==> src/design/kvd_pkg.sv <==
// Shared definitions for the key/value deframer: parse phase codes, verdict codes,
// register map constants and the result item type. No dependencies.
package kvd_pkg;

	// Parse phases.
	localparam logic [2:0] PH_CNT_HI  = 3'd0;
	localparam logic [2:0] PH_CNT_LO  = 3'd1;
	localparam logic [2:0] PH_KLEN_HI = 3'd2;
	localparam logic [2:0] PH_KLEN_LO = 3'd3;
	localparam logic [2:0] PH_VLEN_HI = 3'd4;
	localparam logic [2:0] PH_VLEN_LO = 3'd5;
	localparam logic [2:0] PH_KEY     = 3'd6;
	localparam logic [2:0] PH_VAL     = 3'd7;

	// Verdict codes.
	localparam logic [1:0] VERDICT_NONE   = 2'd0;
	localparam logic [1:0] VERDICT_ACCEPT = 2'd1;
	localparam logic [1:0] VERDICT_REJECT = 2'd2;

	// Register map.
	localparam int unsigned ADDR_W = 3;
	localparam logic REG_MAX_PAIRS     = 1'b0;
	localparam logic REG_STR_LEN_LIMIT = 1'b1;
	localparam logic [15:0] MAX_PAIRS_RESET     = 16'd64;
	localparam logic [15:0] STR_LEN_LIMIT_RESET = 16'd255;

	typedef struct packed {
		logic        has_byte;
		logic [7:0]  content_byte;
		logic        is_value;
		logic        string_end;
		logic [15:0] pair_number;
		logic [1:0]  verdict;
	} result_t;

endpackage

==> src/design/kv_length_prefixed_deframer.sv <==
// Top level of the length-prefixed key/value deframer: input register, parser,
// result buffer and APB limit registers. Depends on kvd_pkg and the kvd_* modules.

// The deframer takes one message byte per item on the slave stream (s_tlast marks
// the final byte of a message) and sustains one item per clock cycle while the
// output buffer has room. Each item is captured in an input register and parsed
// from it by a single pass of short logic against the parse state; a result item
// (a key or value byte, a verdict, or both) then enters a two-entry output buffer.
// The input stalls only when both output buffer entries are occupied and the
// parsed byte produces a result. Header bytes and trailing bytes produce no
// result item unless they are the final byte, which always carries a verdict.
// Key and value bytes are streamed before the verdict of their message is known:
// a consumer must drop the bytes of a message whose final item carries the reject
// verdict. The limits max_pairs and str_len_limit are written over APB at
// addresses 0 and 4 and must only be changed while the block is idle.
module kv_length_prefixed_deframer (
	input  logic                       clk,
	input  logic                       arst_n,
	// Slave stream.
	input  logic                       s_tvalid,
	output logic                       s_tready,
	input  logic [7:0]                 s_tdata,   // [7:0] data_byte
	input  logic                       s_tlast,   // final_byte
	// Master stream.
	output logic                       m_tvalid,
	input  logic                       m_tready,
	output logic [31:0]                m_tdata,   // [7:0] content_byte, [23:8] pair_number,
	                                              // [25:24] verdict, [31:26] zero
	output logic [1:0]                 m_tuser,   // [0] has_byte, [1] is_value
	output logic                       m_tlast,   // string_end
	// APB configuration port.
	input  logic                       psel,
	input  logic                       penable,
	input  logic                       pwrite,
	input  logic [kvd_pkg::ADDR_W-1:0] paddr,
	input  logic [31:0]                pwdata,
	output logic [31:0]                prdata,
	output logic                       pready
);
	import kvd_pkg::*;

	logic        valid_s1;
	logic [7:0]  byte_s1;
	logic        final_s1;
	logic        advance;
	logic        res_valid;
	logic        buf_full;
	result_t     res;
	result_t     out_res;
	logic [15:0] max_pairs;
	logic [15:0] str_len_limit;

	kvd_cfg_regs u_cfg (
		.clk           (clk),
		.arst_n        (arst_n),
		.psel          (psel),
		.penable       (penable),
		.pwrite        (pwrite),
		.paddr         (paddr),
		.pwdata        (pwdata),
		.prdata        (prdata),
		.pready        (pready),
		.max_pairs     (max_pairs),
		.str_len_limit (str_len_limit)
	);

	// The item in the input register is parsed when its result (if any) has room.
	assign advance  = valid_s1 & (~res_valid | ~buf_full);
	assign s_tready = ~valid_s1 | advance;

	always_ff @(posedge clk or negedge arst_n) begin
		if (!arst_n) begin
			valid_s1 <= 1'b0;
		end else if (s_tready) begin
			valid_s1 <= s_tvalid;
		end
	end

	always_ff @(posedge clk) begin
		if (s_tvalid && s_tready) begin
			byte_s1  <= s_tdata;
			final_s1 <= s_tlast;
		end
	end

	kvd_parser u_parser (
		.clk           (clk),
		.arst_n        (arst_n),
		.step          (advance),
		.data_byte     (byte_s1),
		.final_byte    (final_s1),
		.max_pairs     (max_pairs),
		.str_len_limit (str_len_limit),
		.res_valid     (res_valid),
		.res           (res)
	);

	kvd_out_buf u_out_buf (
		.clk       (clk),
		.arst_n    (arst_n),
		.push      (advance & res_valid),
		.push_data (res),
		.full      (buf_full),
		.out_valid (m_tvalid),
		.out_ready (m_tready),
		.out_data  (out_res)
	);

	assign m_tdata = {6'd0, out_res.verdict, out_res.pair_number, out_res.content_byte};
	assign m_tuser = {out_res.is_value, out_res.has_byte};
	assign m_tlast = out_res.string_end;

	// A parsed item that yields a result never goes to a full buffer.
	assert property (@(posedge clk) disable iff (!arst_n)
		advance && res_valid |-> !buf_full)
		else $error("result pushed into full output buffer");

	// A result item without a byte carries only a verdict.
	assert property (@(posedge clk) disable iff (!arst_n)
		m_tvalid && !m_tuser[0] |-> m_tdata[25:24] != VERDICT_NONE && !m_tlast
			&& !m_tuser[1] && m_tdata[23:0] == 24'd0)
		else $error("byte-less result item without verdict or with stray fields");

	// The verdict code never takes the unused value.
	assert property (@(posedge clk) disable iff (!arst_n)
		m_tvalid |-> m_tdata[25:24] != 2'd3)
		else $error("invalid verdict code on output");

	// An input item held in the register is not lost while the parser waits.
	assert property (@(posedge clk) disable iff (!arst_n)
		valid_s1 && !advance |=> valid_s1 && $stable(byte_s1) && $stable(final_s1))
		else $error("stalled input register changed");

endmodule

==> src/design/kvd_cfg_regs.sv <==
// APB register file for the deframer limits (max_pairs, str_len_limit).
// Depends on kvd_pkg.
module kvd_cfg_regs (
	input  logic                       clk,
	input  logic                       arst_n,
	input  logic                       psel,
	input  logic                       penable,
	input  logic                       pwrite,
	input  logic [kvd_pkg::ADDR_W-1:0] paddr,
	input  logic [31:0]                pwdata,
	output logic [31:0]                prdata,
	output logic                       pready,
	output logic [15:0]                max_pairs,
	output logic [15:0]                str_len_limit
);
	import kvd_pkg::*;

	logic [15:0] max_pairs_q;
	logic [15:0] str_len_limit_q;
	logic        wr_en;
	logic        reg_sel;

	assign pready  = 1'b1;
	assign reg_sel = paddr[2];
	assign wr_en   = psel & penable & pwrite & pready;

	always_ff @(posedge clk or negedge arst_n) begin
		if (!arst_n) begin
			max_pairs_q     <= MAX_PAIRS_RESET;
			str_len_limit_q <= STR_LEN_LIMIT_RESET;
		end else if (wr_en) begin
			if (reg_sel == REG_MAX_PAIRS) begin
				max_pairs_q <= pwdata[15:0];
			end else begin
				str_len_limit_q <= pwdata[15:0];
			end
		end
	end

	always_comb begin
		prdata = 32'd0;
		if (reg_sel == REG_MAX_PAIRS) begin
			prdata[15:0] = max_pairs_q;
		end else begin
			prdata[15:0] = str_len_limit_q;
		end
	end

	assign max_pairs     = max_pairs_q;
	assign str_len_limit = str_len_limit_q;

endmodule

==> src/design/kvd_parser.sv <==
// Parse state and next-state logic: consumes one registered byte per step and
// forms the result item for it. Depends on kvd_pkg.
module kvd_parser (
	input  logic             clk,
	input  logic             arst_n,
	input  logic             step,
	input  logic [7:0]       data_byte,
	input  logic             final_byte,
	input  logic [15:0]      max_pairs,
	input  logic [15:0]      str_len_limit,
	output logic             res_valid,
	output kvd_pkg::result_t res
);
	import kvd_pkg::*;

	logic [2:0]  phase_q, phase_n;
	logic [7:0]  header_shift_q, header_shift_n;
	logic [15:0] pairs_left_q, pairs_left_n;
	logic [15:0] pair_index_q, pair_index_n;
	logic [15:0] key_length_q, key_length_n;
	logic [15:0] value_length_q, value_length_n;
	logic [15:0] bytes_left_q, bytes_left_n;
	logic        rejected_q, rejected_n;
	logic [15:0] joined;
	logic [15:0] bytes_dec;

	assign joined    = {header_shift_q, data_byte};
	assign bytes_dec = bytes_left_q - 16'd1;

	always_comb begin
		phase_n        = phase_q;
		header_shift_n = header_shift_q;
		pairs_left_n   = pairs_left_q;
		pair_index_n   = pair_index_q;
		key_length_n   = key_length_q;
		value_length_n = value_length_q;
		bytes_left_n   = bytes_left_q;
		rejected_n     = rejected_q;
		res            = '0;

		if (!rejected_q) begin
			case (phase_q)
				PH_CNT_HI: begin
					header_shift_n = data_byte;
					phase_n        = PH_CNT_LO;
				end
				PH_CNT_LO: begin
					pairs_left_n = joined;
					pair_index_n = 16'd0;
					rejected_n   = joined > max_pairs;
					phase_n      = PH_KLEN_HI;
				end
				PH_KLEN_HI: begin
					// With no pairs left every byte is trailing and ignored.
					if (pairs_left_q != 16'd0) begin
						header_shift_n = data_byte;
						phase_n        = PH_KLEN_LO;
					end
				end
				PH_KLEN_LO: begin
					key_length_n = joined;
					phase_n      = PH_VLEN_HI;
				end
				PH_VLEN_HI: begin
					header_shift_n = data_byte;
					phase_n        = PH_VLEN_LO;
				end
				PH_VLEN_LO: begin
					value_length_n = joined;
					if (key_length_q > str_len_limit || joined > str_len_limit) begin
						rejected_n = 1'b1;
					end else if (key_length_q != 16'd0) begin
						bytes_left_n = key_length_q;
						phase_n      = PH_KEY;
					end else if (joined != 16'd0) begin
						bytes_left_n = joined;
						phase_n      = PH_VAL;
					end else begin
						// Empty key and empty value: the pair is complete here.
						pairs_left_n = pairs_left_q - 16'd1;
						pair_index_n = pair_index_q + 16'd1;
						phase_n      = PH_KLEN_HI;
					end
				end
				PH_KEY: begin
					res.has_byte     = 1'b1;
					res.content_byte = data_byte;
					res.pair_number  = pair_index_q;
					bytes_left_n     = bytes_dec;
					if (bytes_dec == 16'd0) begin
						res.string_end = 1'b1;
						if (value_length_q != 16'd0) begin
							bytes_left_n = value_length_q;
							phase_n      = PH_VAL;
						end else begin
							pairs_left_n = pairs_left_q - 16'd1;
							pair_index_n = pair_index_q + 16'd1;
							phase_n      = PH_KLEN_HI;
						end
					end
				end
				PH_VAL: begin
					res.has_byte     = 1'b1;
					res.content_byte = data_byte;
					res.is_value     = 1'b1;
					res.pair_number  = pair_index_q;
					bytes_left_n     = bytes_dec;
					if (bytes_dec == 16'd0) begin
						res.string_end = 1'b1;
						pairs_left_n   = pairs_left_q - 16'd1;
						pair_index_n   = pair_index_q + 16'd1;
						phase_n        = PH_KLEN_HI;
					end
				end
				default: begin
					phase_n = PH_CNT_HI;
				end
			endcase
		end

		if (final_byte) begin
			res.verdict = (!rejected_n && phase_n == PH_KLEN_HI && pairs_left_n == 16'd0)
				? VERDICT_ACCEPT : VERDICT_REJECT;
			phase_n        = PH_CNT_HI;
			header_shift_n = 8'd0;
			pairs_left_n   = 16'd0;
			pair_index_n   = 16'd0;
			key_length_n   = 16'd0;
			value_length_n = 16'd0;
			bytes_left_n   = 16'd0;
			rejected_n     = 1'b0;
		end
	end

	assign res_valid = res.has_byte | final_byte;

	always_ff @(posedge clk or negedge arst_n) begin
		if (!arst_n) begin
			phase_q        <= PH_CNT_HI;
			header_shift_q <= 8'd0;
			pairs_left_q   <= 16'd0;
			pair_index_q   <= 16'd0;
			key_length_q   <= 16'd0;
			value_length_q <= 16'd0;
			bytes_left_q   <= 16'd0;
			rejected_q     <= 1'b0;
		end else if (step) begin
			phase_q        <= phase_n;
			header_shift_q <= header_shift_n;
			pairs_left_q   <= pairs_left_n;
			pair_index_q   <= pair_index_n;
			key_length_q   <= key_length_n;
			value_length_q <= value_length_n;
			bytes_left_q   <= bytes_left_n;
			rejected_q     <= rejected_n;
		end
	end

endmodule

==> src/design/kvd_out_buf.sv <==
// Two-entry result buffer: holds finished result items so the parser keeps
// accepting while the downstream side stalls, until both entries are occupied. Depends on kvd_pkg.
module kvd_out_buf (
	input  logic             clk,
	input  logic             arst_n,
	input  logic             push,
	input  kvd_pkg::result_t push_data,
	output logic             full,
	output logic             out_valid,
	input  logic             out_ready,
	output kvd_pkg::result_t out_data
);
	import kvd_pkg::*;

	result_t    entry_q [2];
	logic       wr_ptr_q;
	logic       rd_ptr_q;
	logic [1:0] count_q;
	logic       pop;

	assign full      = count_q == 2'd2;
	assign out_valid = count_q != 2'd0;
	assign pop       = out_valid & out_ready;
	assign out_data  = entry_q[rd_ptr_q];

	always_ff @(posedge clk) begin
		if (push) begin
			entry_q[wr_ptr_q] <= push_data;
		end
	end

	always_ff @(posedge clk or negedge arst_n) begin
		if (!arst_n) begin
			wr_ptr_q <= 1'b0;
			rd_ptr_q <= 1'b0;
			count_q  <= 2'd0;
		end else begin
			if (push) begin
				wr_ptr_q <= ~wr_ptr_q;
			end
			if (pop) begin
				rd_ptr_q <= ~rd_ptr_q;
			end
			if (push && !pop) begin
				count_q <= count_q + 2'd1;
			end else if (pop && !push) begin
				count_q <= count_q - 2'd1;
			end
		end
	end

endmodule
==> config.mk <==
export PLATFORM = sky130hd
export DESIGN_NAME = kv_length_prefixed_deframer
export DESIGN_NICKNAME = d
export VERILOG_FILES = /design/src/design/kvd_pkg.sv /design/src/design/kv_length_prefixed_deframer.sv /design/src/design/kvd_cfg_regs.sv /design/src/design/kvd_parser.sv /design/src/design/kvd_out_buf.sv
export SDC_FILE = /design/constraint.sdc
export NUM_CORES = 1
export LEC_CHECK = 0
export ABC_AREA = 1
export BUFFER_PORTS_ARGS = -buffer_cell sky130_fd_sc_hd__clkbuf_2
export CAP_MARGIN = 20
export CORE_MARGIN = 2
export CORE_UTILIZATION = 29
export DETAILED_ROUTE_END_ITERATION = 10
export HOLD_SLACK_MARGIN = 0.1
export PLACE_DENSITY_LB_ADDON = 0.05
export SYNTH_ARGS = -nofsm -noshare
export SYNTH_HDL_FRONTEND = slang
export SYNTH_SLANG_ARGS = --single-unit
==> constraint.sdc <==
create_clock -name clk -period 5.99 [get_ports clk]
set_input_delay 1.198 -clock clk [delete_from_list [all_inputs] [get_ports clk]]
set_output_delay 1.198 -clock clk [all_outputs]
set_load 0.005 [all_outputs]
After elaboration in Yosys (flattened, before gate mapping)
Memory sizes are Yosys's and may differ from the RTL's.
Cells that the tools add are included.

cells by class
  $add $sub $neg = 5
  $lt $le $gt $ge = 3
  eq/ne operators = 18
  multiplexer cells = 62
  bitwise operators = 14
  reductions and logical operators = 32

operator list
  kind                     number
  $mux W16                 30
  $pmux W16 S4             2
  $reduce_bool A16 Y1      4
  $gt A16 B16 Y1           3
  $pmux W16 S3             1
  $logic_not A16 Y1        2
  $sub A16 B1 Y16 const B  2
  $mux W27                 1
  $mux W3                  9
  $mux W8                  3
  $pmux W3 S8              1
  $mux W17                 1
  $add A16 B1 Y16 const B  1
  $pmux W8 S2              1
  $eq A3 B3 Y1 const B     4
  $ne A3 B3 Y1 const B     4
  $eq A3 B2 Y1 const B     3
  $mux W9                  1
  $ne A3 B2 Y1 const B     3
  $reduce_and A9 Y1        1
  $mux W2                  4
  $reduce_bool A2 Y1       4
  $mux W1                  7
  $not A1 Y1               6
  21 further kinds         36

word-level totals
  flip-flop bits (word level) = 138
  memory bits (writable) = 58
  input bits = 51
  output and inout bits = 70
  word-level logic and storage cells = 151
  memories = 1

memory list
  name               depth  width  read ports  clocked after memory_dff  wr ports  RTL line           text
  u_out_buf.entry_q  2      29     1           0                         1         kvd_out_buf.sv:15  result_t entry_q [2];

Longest topological paths before layout
Gate-level depths: netlist of the first run.

  depth in word-level cells = 14
  mapped depth = 25
  depth with buffers taken out = 25

Cells and area by module
Synthesis of the first run repeated with hierarchy kept, for this count alone.

unflattened totals
  cells, all modules = 1815
  area total of the unflattened synthesis = 13072.5 um^2

by module, submodules not included
  module                       instances  cells an instance  area each (um^2)  seq. area each (um^2)
  kvd_parser                   1          1398               8730.9            2302.2
  kvd_out_buf                  1          179                2314.7            1841.8
  kvd_cfg_regs                 1          213                1639.1            812.0
  kv_length_prefixed_deframer  1          25                 387.9             295.3

Least setup slack after synthesis of the first run
No wires, ideal clock.

  path type = register -> register
  from = register u_parser.phase_q[2]
  to = memory u_out_buf.entry_q[0][0] (netlist bit), enable pin
  setup time = 0.415 ns
  arrival time = 2.568 ns
  data required time = 5.575 ns
  path slack = 3.007 ns
  stages on the path, launching flop included = 10
  buffers on the path = 0
  period minus slack after synthesis = 2.983 ns
  cells stage by stage = dfrtp_1 > nand2_1 > nor2_1 > clkinv_1 > nand2_1 > nand3_1 > nand2_1 > inv_1 > nand2_1 > nor2_1

RTL lines
  what                    RTL line           text
  from (decl)             kvd_parser.sv:16   logic [2:0] phase_q, phase_n;
  from (signal assigned)  kvd_parser.sv:148  phase_q <= phase_n;
  to (decl)               kvd_out_buf.sv:15

Worst setup path in the final report of the first run
  from = register u_parser.bytes_left_q[0]
  to = register u_parser.pair_index_q[12]

on the way
  longest elaborated chain between the ends = 4
  elaborated cells on any way between the ends = 5
  those cells by class = 1 x add/sub; 2 x eq/ne; 2 x reduce/logical

ends and longest elaborated chain
  what                             RTL line                             text
  from (decl)                      kvd_parser.sv:22                     logic [15:0] bytes_left_q, bytes_left_n;
  from (signal assigned)           kvd_parser.sv:154                    bytes_left_q <= bytes_left_n;
  $sub A16 B1 Y16 (*)              kvd_parser.sv:28                     assign bytes_dec = bytes_left_q - 16'd1;
  $logic_not A16 Y1 (*)            kvd_parser.sv:90, kvd_parser.sv:108
  $ne A3 B2 Y1 (no line)           n/a
  $reduce_and A9 Y1 (no line) (*)  n/a
  to (signal assigned)             kvd_parser.sv:151                    pair_index_q <= pair_index_n;
  to (decl)                        kvd_parser.sv:19                     logic [15:0] pair_index_q, pair_index_n;

Every way passes the cells marked *; elsewhere a longest branch is shown, timed or not.
A chain may end at the register's enable or synchronous reset.

==> summary.md, run 1 <==
| Metric | Value |
|---|---|
| Worst Max-Slew Pin Slew | `1.092 ns` |
| Endpoint kind of the worst setup timing path | `flip-flop` |
| Total power after layout | `7327 uW` |
| Core Box Area | `43270 um^2` |
| Number of max-slew violations in the final report | `0` |
| Sequential area share after synthesis | `0.4104` |
| Final Net Count | `1936` |
| Critical Path Max Stage Delay | `0.78 ns` |
| RePlAce Congestion | `0.8386` |
| Number of max-capacitance violations reported | `0` |
| Initial antenna violation count | `0` |
| Hold-fix buffers at CTS | `0` |
| Launching element of the worst setup path | `u_parser.bytes_left_q[0]` |
| Area growth from synthesis to layout | `12.26%` |
| Crit share post-route | `0.6906` |
| Final ANT Viol Nets | `0` |
| Critical path cell sequence | `inv_2 > ha_1 > inv_1 > nor2_1 > nor2_2 > nand2_1 > nor2_4 > nand2_2 > nor2_2 > nand2_2 > nor2_4 > nand2_4 > o21ai_2 > nand4_1 > nand2_1 > nand2_2 > nor2_1 > inv_1 > o31ai_1 > nor2_1` |
| Setup TNS | `0 ns` |
| CP max-delay cell | `nor2_1` |
| CTS Buf Count | `17` |
| Input/output buffers | `79` |
| Max transition margin | `0.2691` |
| Distinct cell type count of the synthesized netlist | `53` |
| Status | `complete, no violations` |
| Data required time at the worst endpoint | `6.38 ns` |
| DRC violations left | `0` |
| Antenna cell count | `0` |
| Synth Area per Inst | `7.201 um^2` |
| Total standard cell area after synthesis | `12800 um^2` |
| Die outline area | `45820 um^2` |
| Kind of start point of the critical path | `flip-flop` |
| Number of synthesized flops with an enable pin | `67` |
| Final setup violation count | `0` |
| Vias per cell | `4.739` |
| HPWL after detailed placement | `30640 um` |
| Type of the tightest min-delay check | `flip-flop to flip-flop` |
| Clock Tree Root | `clkbuf_16` |
| Via Count | `11510` |
| Vias in the first global route | `11130` |
| Initial DRC count | `828` |
| Worst-case vdd ir drop | `0.2556 mV` |
| Fillcell total | `4715` |
| Post-synthesis cell count | `1777` |
| Flops & latches, synth | `196` |
| IO Pins | `121` |
| Kind of critical path | `flip-flop to flip-flop` |
| Most frequently used flop master after synthesis | `dfrtp_1` |
| Share of flip-flops with an asynchronous set or reset after synthesis | `0.6582` |
| H-Tree Depth | `4` |
| Post-CTS setup buffers | `0` |
| Post-cts gate resize count | `0` |
| Highest fanout seen on the critical path | `15` |
| Largest clock skew in the final design | `0.01205 ns` |
| Crit Reg-Reg Startpoint | `u_parser.bytes_left_q[0]` |
| Overall routed net length | `42380 um` |
| Static leakage | `0.006845 uW` |
| TritonCTS sink count | `196` |
| Effective utilization at floorplan | `0.2957` |
| Die Height | `214.1 um` |
| Peak clock frequency supported by timing | `0.2417 GHz` |
| Clk pin slew, worst setup/hold paths | `0.09 ns` |
| Source of the worst hold timing path | `u_parser.pair_index_q[3]` |
| Arrival time reported for the critical path endpoint | `4.53 ns` |
| Wire per inst | `17.45 um` |
| Setup repair after global routing missed its margin | `no` |
| Synthesis warning total | `0` |
| First-pass DRT Iterations | `5` |
| Largest net degree at the start of global routing | `49` |
| Global-route wire length before repair | `66310 um` |
| Longest Clk Path Bufs | `2` |
| Total grt overflow | `0` |
| Clk Latency, worst-skew pair | `0.50 ns` |
| Share of post-route cells with drive strength above 1 | `0.1030` |
| TritonCTS clock tree | `done` |
| Overall Global Routing Usage | `0.1883` |
| Power density over the cells | `510.0 nW/um^2` |
| Core Rows | `76` |
| Final Hold Vio Count | `0` |
| Post-layout minimum cycle time | `4.137 ns` |
| Die X | `214.1 um` |
-- power by group --
part	internal, uW	total (uW)	switching [uW]
clock	599	1250	647
sequential	1730	2050	317
combinational	1260	4030	2770
-- metrics by stage --
step                area, um^2    util  hold WS (ns)  instances  setup slack [ns]
global route             14370  0.3320        0.4978       2429             1.425
CTS                      14340  0.3315        0.4591       2427             1.766
detailed placement       13730  0.3174        0.4479       2395             1.782
finish                   14370  0.3320        0.4600       2429             1.853
floorplan                12870       -        0.4232       1798             3.007
global placement         13720  0.3171        0.4387       2394             1.797
-- critical path: cells and delay by family (launching register included) --
family                     cells  cell delay [ns]
and+or+nand+nor               14             2.69
DFF                            1             0.43
adders and majority gates      1             0.28
buffers and inverters          3             0.34
AOI/OAI and AO/OA              2             0.27
-- final cells by class --
type                       count  area [um^2]  share of cell area
multi-input combinational   1298         6381              0.4442
sequential                   196         5251              0.3656
inverter                     218        818.3             0.05696
tap                          585        732.0             0.05095
timing repair buffer         100        574.3             0.03998
clock buffer                  17        425.4             0.02961
clock inverter                15        182.7             0.01272
-- routing by layer --
metal / GRT usage / routed length, um / vias to the layer above
met3: 0.03447 / 1747 / 36
met4: 0.04861 / 604 / 0
met5: 0 / 0 / -
met1: 0.2592 / 20430 / 5373
li1: - / - / 5853
met2: 0.3048 / 19590 / 250
-- final timing paths --
path / to / slack [ns] / depth (start not counted)
max: u_parser.pair_index_q[12] / 1.85 / 20
max in group asynchronous: u_parser.pair_index_q[9] / 4.32 / 2
min in group asynchronous: u_cfg.max_pairs[12] / 0.63 / 1
max reg2reg: u_parser.pair_index_q[12] / 1.85 / 20
min reg2reg: u_parser.pair_index_q[3] / 0.46 / 1
min: u_parser.pair_index_q[3] / 0.46 / 1
-- state kept, by name, indices dropped and copies added (netlist names) --
register	cells
byte_s1	8
final_s1	1
u_cfg.max_pairs	16
u_cfg.str_len_limit	16
u_out_buf.count_q	2
u_out_buf.entry_q	58
u_out_buf.rd_ptr_q	1
u_out_buf.wr_ptr_q	1
u_parser.bytes_left_q	16
u_parser.header_shift_q	8
u_parser.key_length_q	16
u_parser.pair_index_q	16
u_parser.pairs_left_q	16
u_parser.phase_q	3
u_parser.rejected_q	1
u_parser.value_length_q	16
valid_s1	1
-- synthesized netlist by cell type (15+ instances only) --
library cell    n  share of area
nor3_1         15         0.0059
nand4_1        21          0.010
dfrtp_1       120           0.23
inv_1         206          0.060
buf_4          27          0.016
nand3_1       135          0.053
o21ai_0       157          0.061
edfxtp_1       67           0.16
o22ai_1        29          0.014
nor2_1        168          0.049
clkbuf_1       43          0.013
nand2_1       540           0.16
ha_1           54          0.053
a21oi_1        52          0.020
-- cells by family after synthesis --
kind of cell	after synthesis	synth area share
DFF	196	0.4104
other	2	0.0005869
adders and majority gates	54	0.05280
buffers and inverters	304	0.09895
xor gates and xnor gates	16	0.01095
and+or+nand+nor	924	0.3062
AOI/OAI and AO/OA	281	0.1201
-- cell usage in the layout (no fill, tap or decap), drive strengths merged, types with 29 or more instances in the layout --
master    n
inv     216
dfrtp   120
o22ai    29
nand3   136
edfxtp   67
o21ai   173
ha       54
nor2    188
nand2   551
clkbuf   95
a21oi    52
Power figures use the tool's default switching activity.
==> inputs of run 2 (changes only) <==
==> constraint.sdc (replaced) <==
create_clock -name clk -period 4.05 [get_ports clk]
set_input_delay 0.81 -clock clk [delete_from_list [all_inputs] [get_ports clk]]
set_output_delay 0.81 -clock clk [all_outputs]
set_load 0.005 [all_outputs]
==> run 2 against run 1 <==
  * Critical path type unchanged
  * Final cell count rose by 1.3%
  * Largest power group unchanged
  * Wire length up 1.0%
  * Die area stayed put
  * Critical path depth stayed put
==> summary.md, run 2 (synthesized netlist as in run 1, its figures left out) <==
| Metric | Value |
|---|---|
| Status | `complete, no violations` |
| Input/output buffers | `79` |
| Share of post-route cells with drive strength above 1 | `0.1179` |
| Number of max-capacitance violations reported | `0` |
| Largest Register | `u_out_buf.entry_q` |
| First-pass DRT Iterations | `5` |
| Largest net degree at the start of global routing | `64` |
| Effective utilization at floorplan | `0.2957` |
| CTS Buf Count | `17` |
| Hold-fix buffers at CTS | `0` |
| Core Rows | `76` |
| Clk Latency, worst-skew pair | `0.50 ns` |
| Arrival time reported for the critical path endpoint | `3.85 ns` |
| Worst-case vdd ir drop | `0.3749 mV` |
| Worst Max-Slew Pin Slew | `1.057 ns` |
| DRC violations left | `0` |
| Total grt overflow | `0` |
| Clock Tree Root | `clkbuf_16` |
| Final core area utilization | `0.3382` |
| Kind of start point of the critical path | `flip-flop` |
| Overall routed net length | `42810 um` |
| Peak clock frequency supported by timing | `0.2777 GHz` |
| Most used cells in the layout excluding fill and tap cells | `540 x nand2_1, 206 x inv_1, 166 x nor2_1` |
| Final ANT Viol Nets | `0` |
| Type of the tightest min-delay check | `input port to async pin` |
| Setup TNS | `0 ns` |
| Endpoint kind of the worst setup timing path | `flip-flop` |
| Initial DRC count | `845` |
| Number of max-slew violations in the final report | `0` |
| Final setup violation count | `0` |
| Largest clock skew in the final design | `0.01191 ns` |
| Final Hold Vio Count | `0` |
| TritonCTS clock tree | `done` |
| Data required time at the worst endpoint | `4.30 ns` |
| Via Count | `11610` |
| Die outline area | `45820 um^2` |
| Area growth from synthesis to layout | `14.36%` |
| HPWL after detailed placement | `31540 um` |
| Global-route wire length before repair | `67500 um` |
| RePlAce Congestion | `0.8251` |
| TritonCTS sink count | `196` |
| Overall Global Routing Usage | `0.1922` |
| Crit share post-route | `0.8892` |
| IO Pins | `121` |
| Power density over the cells | `753.2 nW/um^2` |
| Kind of critical path | `flip-flop to flip-flop` |
| Post-cts gate resize count | `0` |
| Highest fanout seen on the critical path | `11` |
| Die X | `214.1 um` |
| Longest Clk Path Bufs | `2` |
| Wire per inst | `17.40 um` |
| Static leakage | `0.007007 uW` |
| Final Net Count | `1967` |
| H-Tree Depth | `4` |
| Post-CTS setup buffers | `0` |
| Initial antenna violation count | `0` |
| Die Height | `214.1 um` |
| Antenna cell count | `0` |
| Setup repair after global routing missed its margin | `no` |
| Vias in the first global route | `11490` |
| Vias per cell | `4.721` |
| Commonest non-fill, non-tap cell in the layout | `nand2_1` |
| Post-layout minimum cycle time | `3.601 ns` |
| Clk pin slew, worst setup/hold paths | `0.08 ns` |
| Core Box Area | `43270 um^2` |
| Max transition margin | `0.2913` |
| Number of flip-flops in the largest register | `58` |
run 2: cell count changes in the layout (fill, tap and decap cells not counted):
cell and delta:
buf_8 -2, clkinv_4 -1, buf_12 +2, buf_16 +1
clkinv_8 +1, inv_6 -1, buf_4 +30, clkinvlp_4 +1
run 2: final cells by class:
cell class              count  area, um^2
fillers                  4727       28630
multi-input cells        1298        6381
flip-flops and latches    196        5251
repair buffers            131       837.1
inverters                 218       818.3
well taps                 585       732.0
clock buffers              17       425.4
clock inverters            15       188.9
run 2: where the power goes:
group	switching [uW]	total, uW	internal [uW]
registers	393	2950	2560
logic	4250	6240	1990
clock network	945	1830	887
total	5580	11000	5440
run 2: path summary, 6_finish.rpt:
kind / from / end / slack, ns / depth (start not counted)
hold / removal: arst_n / u_cfg.str_len_limit[12] / 0.32 / 1
max in group asynchronous: arst_n / u_cfg.str_len_limit[3] / 2.80 / 2
hold reg to reg: u_parser.pair_index_q[3] / u_parser.pair_index_q[3] / 0.45 / 1
min in group clk: u_parser.pair_index_q[3] / u_parser.pair_index_q[3] / 0.45 / 1
setup reg to reg: u_parser.bytes_left_q[0] / u_out_buf.entry_q[1][1] / 0.45 / 20
setup / recovery: u_parser.bytes_left_q[0] / u_out_buf.entry_q[1][1] / 0.45 / 20
run 2: layer usage:
layer | GRT usage | up-vias | part of all wire
met5 | 0 | - | 0
met4 | 0.06852 | 0 | 0.025
met3 | 0.03574 | 56 | 0.043
met2 | 0.3047 | 269 | 0.45
met1 | 0.2621 | 5380 | 0.48
li1 | - | 5908 | -
run 2: critical path, cell delays in order (launching register included):
cell and delay (ns):
dfrtp_1 0.42, inv_2 0.17, ha_1 0.27, nand2_2 0.14, nor2_4 0.14, nand2_1 0.08
nand2_1 0.06, nand2_1 0.08, nor2_2 0.16, nand2_1 0.10, nor2_4 0.44, buf_4 0.25
nand3_1 0.08, nand3_1 0.09, nand3_1 0.08, o21ai_1 0.19, nand2_1 0.11, nor2_1 0.12
nand3_1 0.17, nor2_1 0.13, nor2_1 0.06
run 2: per-stage QoR:
stage / cells / setup WS, ns / area (um^2) / hold WS [ns] / total power (uW)
2_1_floorplan: 1798 / 1.067 / 12870 / 0.4232 / 7123
3_3_place_gp: 2426 / 0.4386 / 13980 / 0.4404 / 9190
3_5_place_dp: 2427 / 0.4418 / 14010 / 0.4446 / 9243
4_1_cts: 2459 / 0.4295 / 14630 / 0.3212 / 11150
5_1_grt: 2460 / 0.1190 / 14630 / 0.3432 / 12130
6_report: 2460 / 0.4486 / 14630 / 0.3168 / 11020
==> inputs of run 3 (changes only) <==
--- a/config.mk
+++ b/config.mk
@@ -6,13 +6,16 @@
 export NUM_CORES = 1
 export LEC_CHECK = 0
 export ABC_AREA = 1
+export ABC_CLOCK_PERIOD_IN_PS = 4050
 export BUFFER_PORTS_ARGS = -buffer_cell sky130_fd_sc_hd__clkbuf_2
 export CAP_MARGIN = 20
+export CORE_ASPECT_RATIO = 1.5
 export CORE_MARGIN = 2
 export CORE_UTILIZATION = 29
 export DETAILED_ROUTE_END_ITERATION = 10
 export HOLD_SLACK_MARGIN = 0.1
 export PLACE_DENSITY_LB_ADDON = 0.05
+export REMOVE_ABC_BUFFERS = 1
 export SYNTH_ARGS = -nofsm -noshare
 export SYNTH_HDL_FRONTEND = slang
 export SYNTH_SLANG_ARGS = --single-unit
==> run 3 against run 2 <==
  * Combinational power rose by 1%
  * Clock skew is 0.0082 ns higher
  * Critical path depth fell by 1
  * Register-to-register slack gained 0.09 ns
  * Wire length grew 2.6%
==> summary.md, run 3 (synthesized netlist as in run 1, its figures left out) <==
| Metric | Value |
|---|---|
| DRC violations left | `0` |
| GRT Max-Usage Layer | `met2` |
| Fillcell total | `4768` |
| Commonest non-fill, non-tap cell in the layout | `nand2_1` |
| Status | `complete, no violations` |
| Endpoint kind of the worst setup timing path | `flip-flop` |
| Final setup violation count | `0` |
| Largest clock skew in the final design | `0.02012 ns` |
| Clock Tree Root | `clkbuf_16` |
| Initial DRC count | `717` |
| Final Hold Vio Count | `0` |
| Area growth from synthesis to layout | `14.49%` |
| Worst reg2reg path depth | `19` |
| Worst Max-Slew Pin Slew | `0.9998 ns` |
| Critical path cell sequence | `inv_2 > ha_1 > nand2_2 > nor2_4 > nand2_1 > nand2_1 > nand2_1 > nor2_2 > nand2_1 > nor2_4 > nand3_1 > nand3_1 > nand2_1 > o21ai_1 > nand2_1 > nor2_1 > nand3_1 > nor2_1 > nor2_1` |
| Longest Clk Path Bufs | `2` |
| Post-layout minimum cycle time | `3.509 ns` |
| CTS Buf Count | `17` |
| Power share of the sequential group | `0.269` |
| Die Height | `261.3 um` |
| Critical Path Stages | `19` |
| Setup repair after global routing missed its margin | `no` |
| Via Count | `11630` |
| H-Tree Depth | `4` |
| Highest fanout seen on the critical path | `11` |
| Hold-fix buffers at CTS | `0` |
| Most used cells in the layout excluding fill and tap cells | `540 x nand2_1, 206 x inv_1, 166 x nor2_1` |
| Core Rows | `94` |
| Critical Path Max Stage Delay | `0.42 ns` |
| Kind of critical path | `flip-flop to flip-flop` |
| Type of the tightest min-delay check | `input port to async pin` |
| Post-CTS setup buffers | `0` |
| Comb pwr share | `0.564` |
| Cell seen most often among critical-path stages | `nand2_1` |
| Kind of start point of the critical path | `flip-flop` |
| Number of flip-flops in the largest register | `58` |
| Clk pin slew, worst setup/hold paths | `0.09 ns` |
| Power density over the cells | `762.6 nW/um^2` |
| Global-route wire length before repair | `67990 um` |
| Post-cts gate resize count | `0` |
| Switching share of power | `0.5032` |
| Effective utilization at floorplan | `0.2925` |
| Die X | `175.5 um` |
| CP max-delay cell | `dfrtp_1` |
| Met2 routing resource usage after global routing | `0.3775` |
| Die outline area | `45850 um^2` |
| Clk Latency, worst-skew pair | `0.46 ns` |
| Number of max-slew violations in the final report | `0` |
| Setup TNS | `0 ns` |
| Cell internal power dissipation | `5550 uW` |
| Arrival time reported for the critical path endpoint | `3.71 ns` |
| Number of max-capacitance violations reported | `0` |
| Final ANT Viol Nets | `0` |
| Sum of buffers and inverters on the critical path | `1` |
| Cell family with most CP delay | `simple AND/OR/NAND/NOR gates` |
| RePlAce Congestion | `0.8940` |
| Net switching power of the design | `5622 uW` |
| First-pass DRT Iterations | `5` |
| Largest Register | `u_out_buf.entry_q` |
| M3 GR Usage | `0.02149` |
| Total power after layout | `11170 uW` |
| Wire per inst | `17.87 um` |
| Core Box Area | `43750 um^2` |
| TritonCTS sink count | `196` |
| Static leakage | `0.007036 uW` |
| Final Net Count | `1972` |
| Crit share post-route | `0.8664` |
| Worst-case vdd ir drop | `0.2651 mV` |
| TritonCTS clock tree | `done` |
| Input/output buffers | `79` |
| Vias in the first global route | `11560` |
| IO Pins | `121` |
| Peak clock frequency supported by timing | `0.2850 GHz` |
| Share of post-route cells with drive strength above 1 | `0.1202` |
| Antenna cell count | `0` |
| Met1 demand-to-capacity share in global routing | `0.2232` |
| Vias per cell | `4.737` |
| Overall Global Routing Usage | `0.1958` |
| Overall routed net length | `43900 um` |
| Largest net degree at the start of global routing | `69` |
| Power share of the clock group | `0.167` |
| Data required time at the worst endpoint | `4.25 ns` |
| HPWL after detailed placement | `33550 um` |
| Total grt overflow | `0` |
| Initial antenna violation count | `0` |
| Max transition margin | `0.3318` |
[run 3: final timing paths]
check	start	to	slack (ns)
max	u_parser.bytes_left_q[0]	u_out_buf.entry_q[0][1]	0.54
max reg2reg	u_parser.bytes_left_q[0]	u_out_buf.entry_q[0][1]	0.54
min in group clk	u_parser.pair_index_q[3]	u_parser.pair_index_q[3]	0.46
min	arst_n	u_parser.pairs_left_q[2]	0.32
max in group asynchronous	arst_n	u_cfg.str_len_limit[0]	2.76
min reg2reg	u_parser.pair_index_q[3]	u_parser.pair_index_q[3]	0.46
[run 3: metrics by stage]
step	cells	area, um^2	utilization	hold WS (ns)	worst slack [ns]
floorplan	1712	12430	-	0.4232	0.4827
global placement	2424	14010	0.3203	0.4371	0.5443
detailed placement	2424	14010	0.3203	0.4430	0.5238
CTS	2456	14650	0.3348	0.3642	0.4958
global route	2456	14650	0.3348	0.3829	0.1660
finish	2456	14650	0.3348	0.3242	0.5409
[run 3: area by class of cell]
type                       count  area, um^2  area share
clock inverter                15       211.5     0.01443
sequential                   196        5251      0.3584
clock buffer                  17       425.4     0.02904
multi-input combinational   1298        6381      0.4356
tap                          576       720.7     0.04919
timing repair buffer         136       842.1     0.05748
inverter                     218       818.3     0.05585
[run 3: power groups by stage]
| stage | Combinational, uW | Clock [uW] | Sequential (uW) |
|---|---|---|---|
| 2_1_floorplan | 4100 | 0 | 2890 |
| 3_3_place_gp | 6330 | 0 | 3050 |
| 3_5_place_dp | 6370 | 0 | 3050 |
| 4_1_cts | 6400 | 1920 | 3010 |
| 5_1_grt | 7180 | 1990 | 3070 |
| 6_report | 6300 | 1870 | 3010 |
[run 3: per-layer routing]
metal | part of all wire | vias to the layer above
met5 | 0 | -
met4 | 0.025 | 0
met3 | 0.033 | 50
met2 | 0.54 | 256
met1 | 0.41 | 5421
li1 | - | 5907
[run 3: worst register-to-register path, cell delays in order (launching register included)]
cell     delay, ns
dfrtp_1       0.42
inv_2         0.16
ha_1          0.26
nand2_2       0.14
nor2_4        0.13
nand2_1       0.07
nand2_1       0.05
nand2_1       0.11
nor2_2        0.19
nand2_1       0.12
nor2_4        0.39
nand3_1       0.14
nand3_1       0.11
nand2_1       0.06
o21ai_1       0.22
nand2_1       0.08
nor2_1        0.24
nand3_1       0.18
nor2_1        0.12
nor2_1        0.05
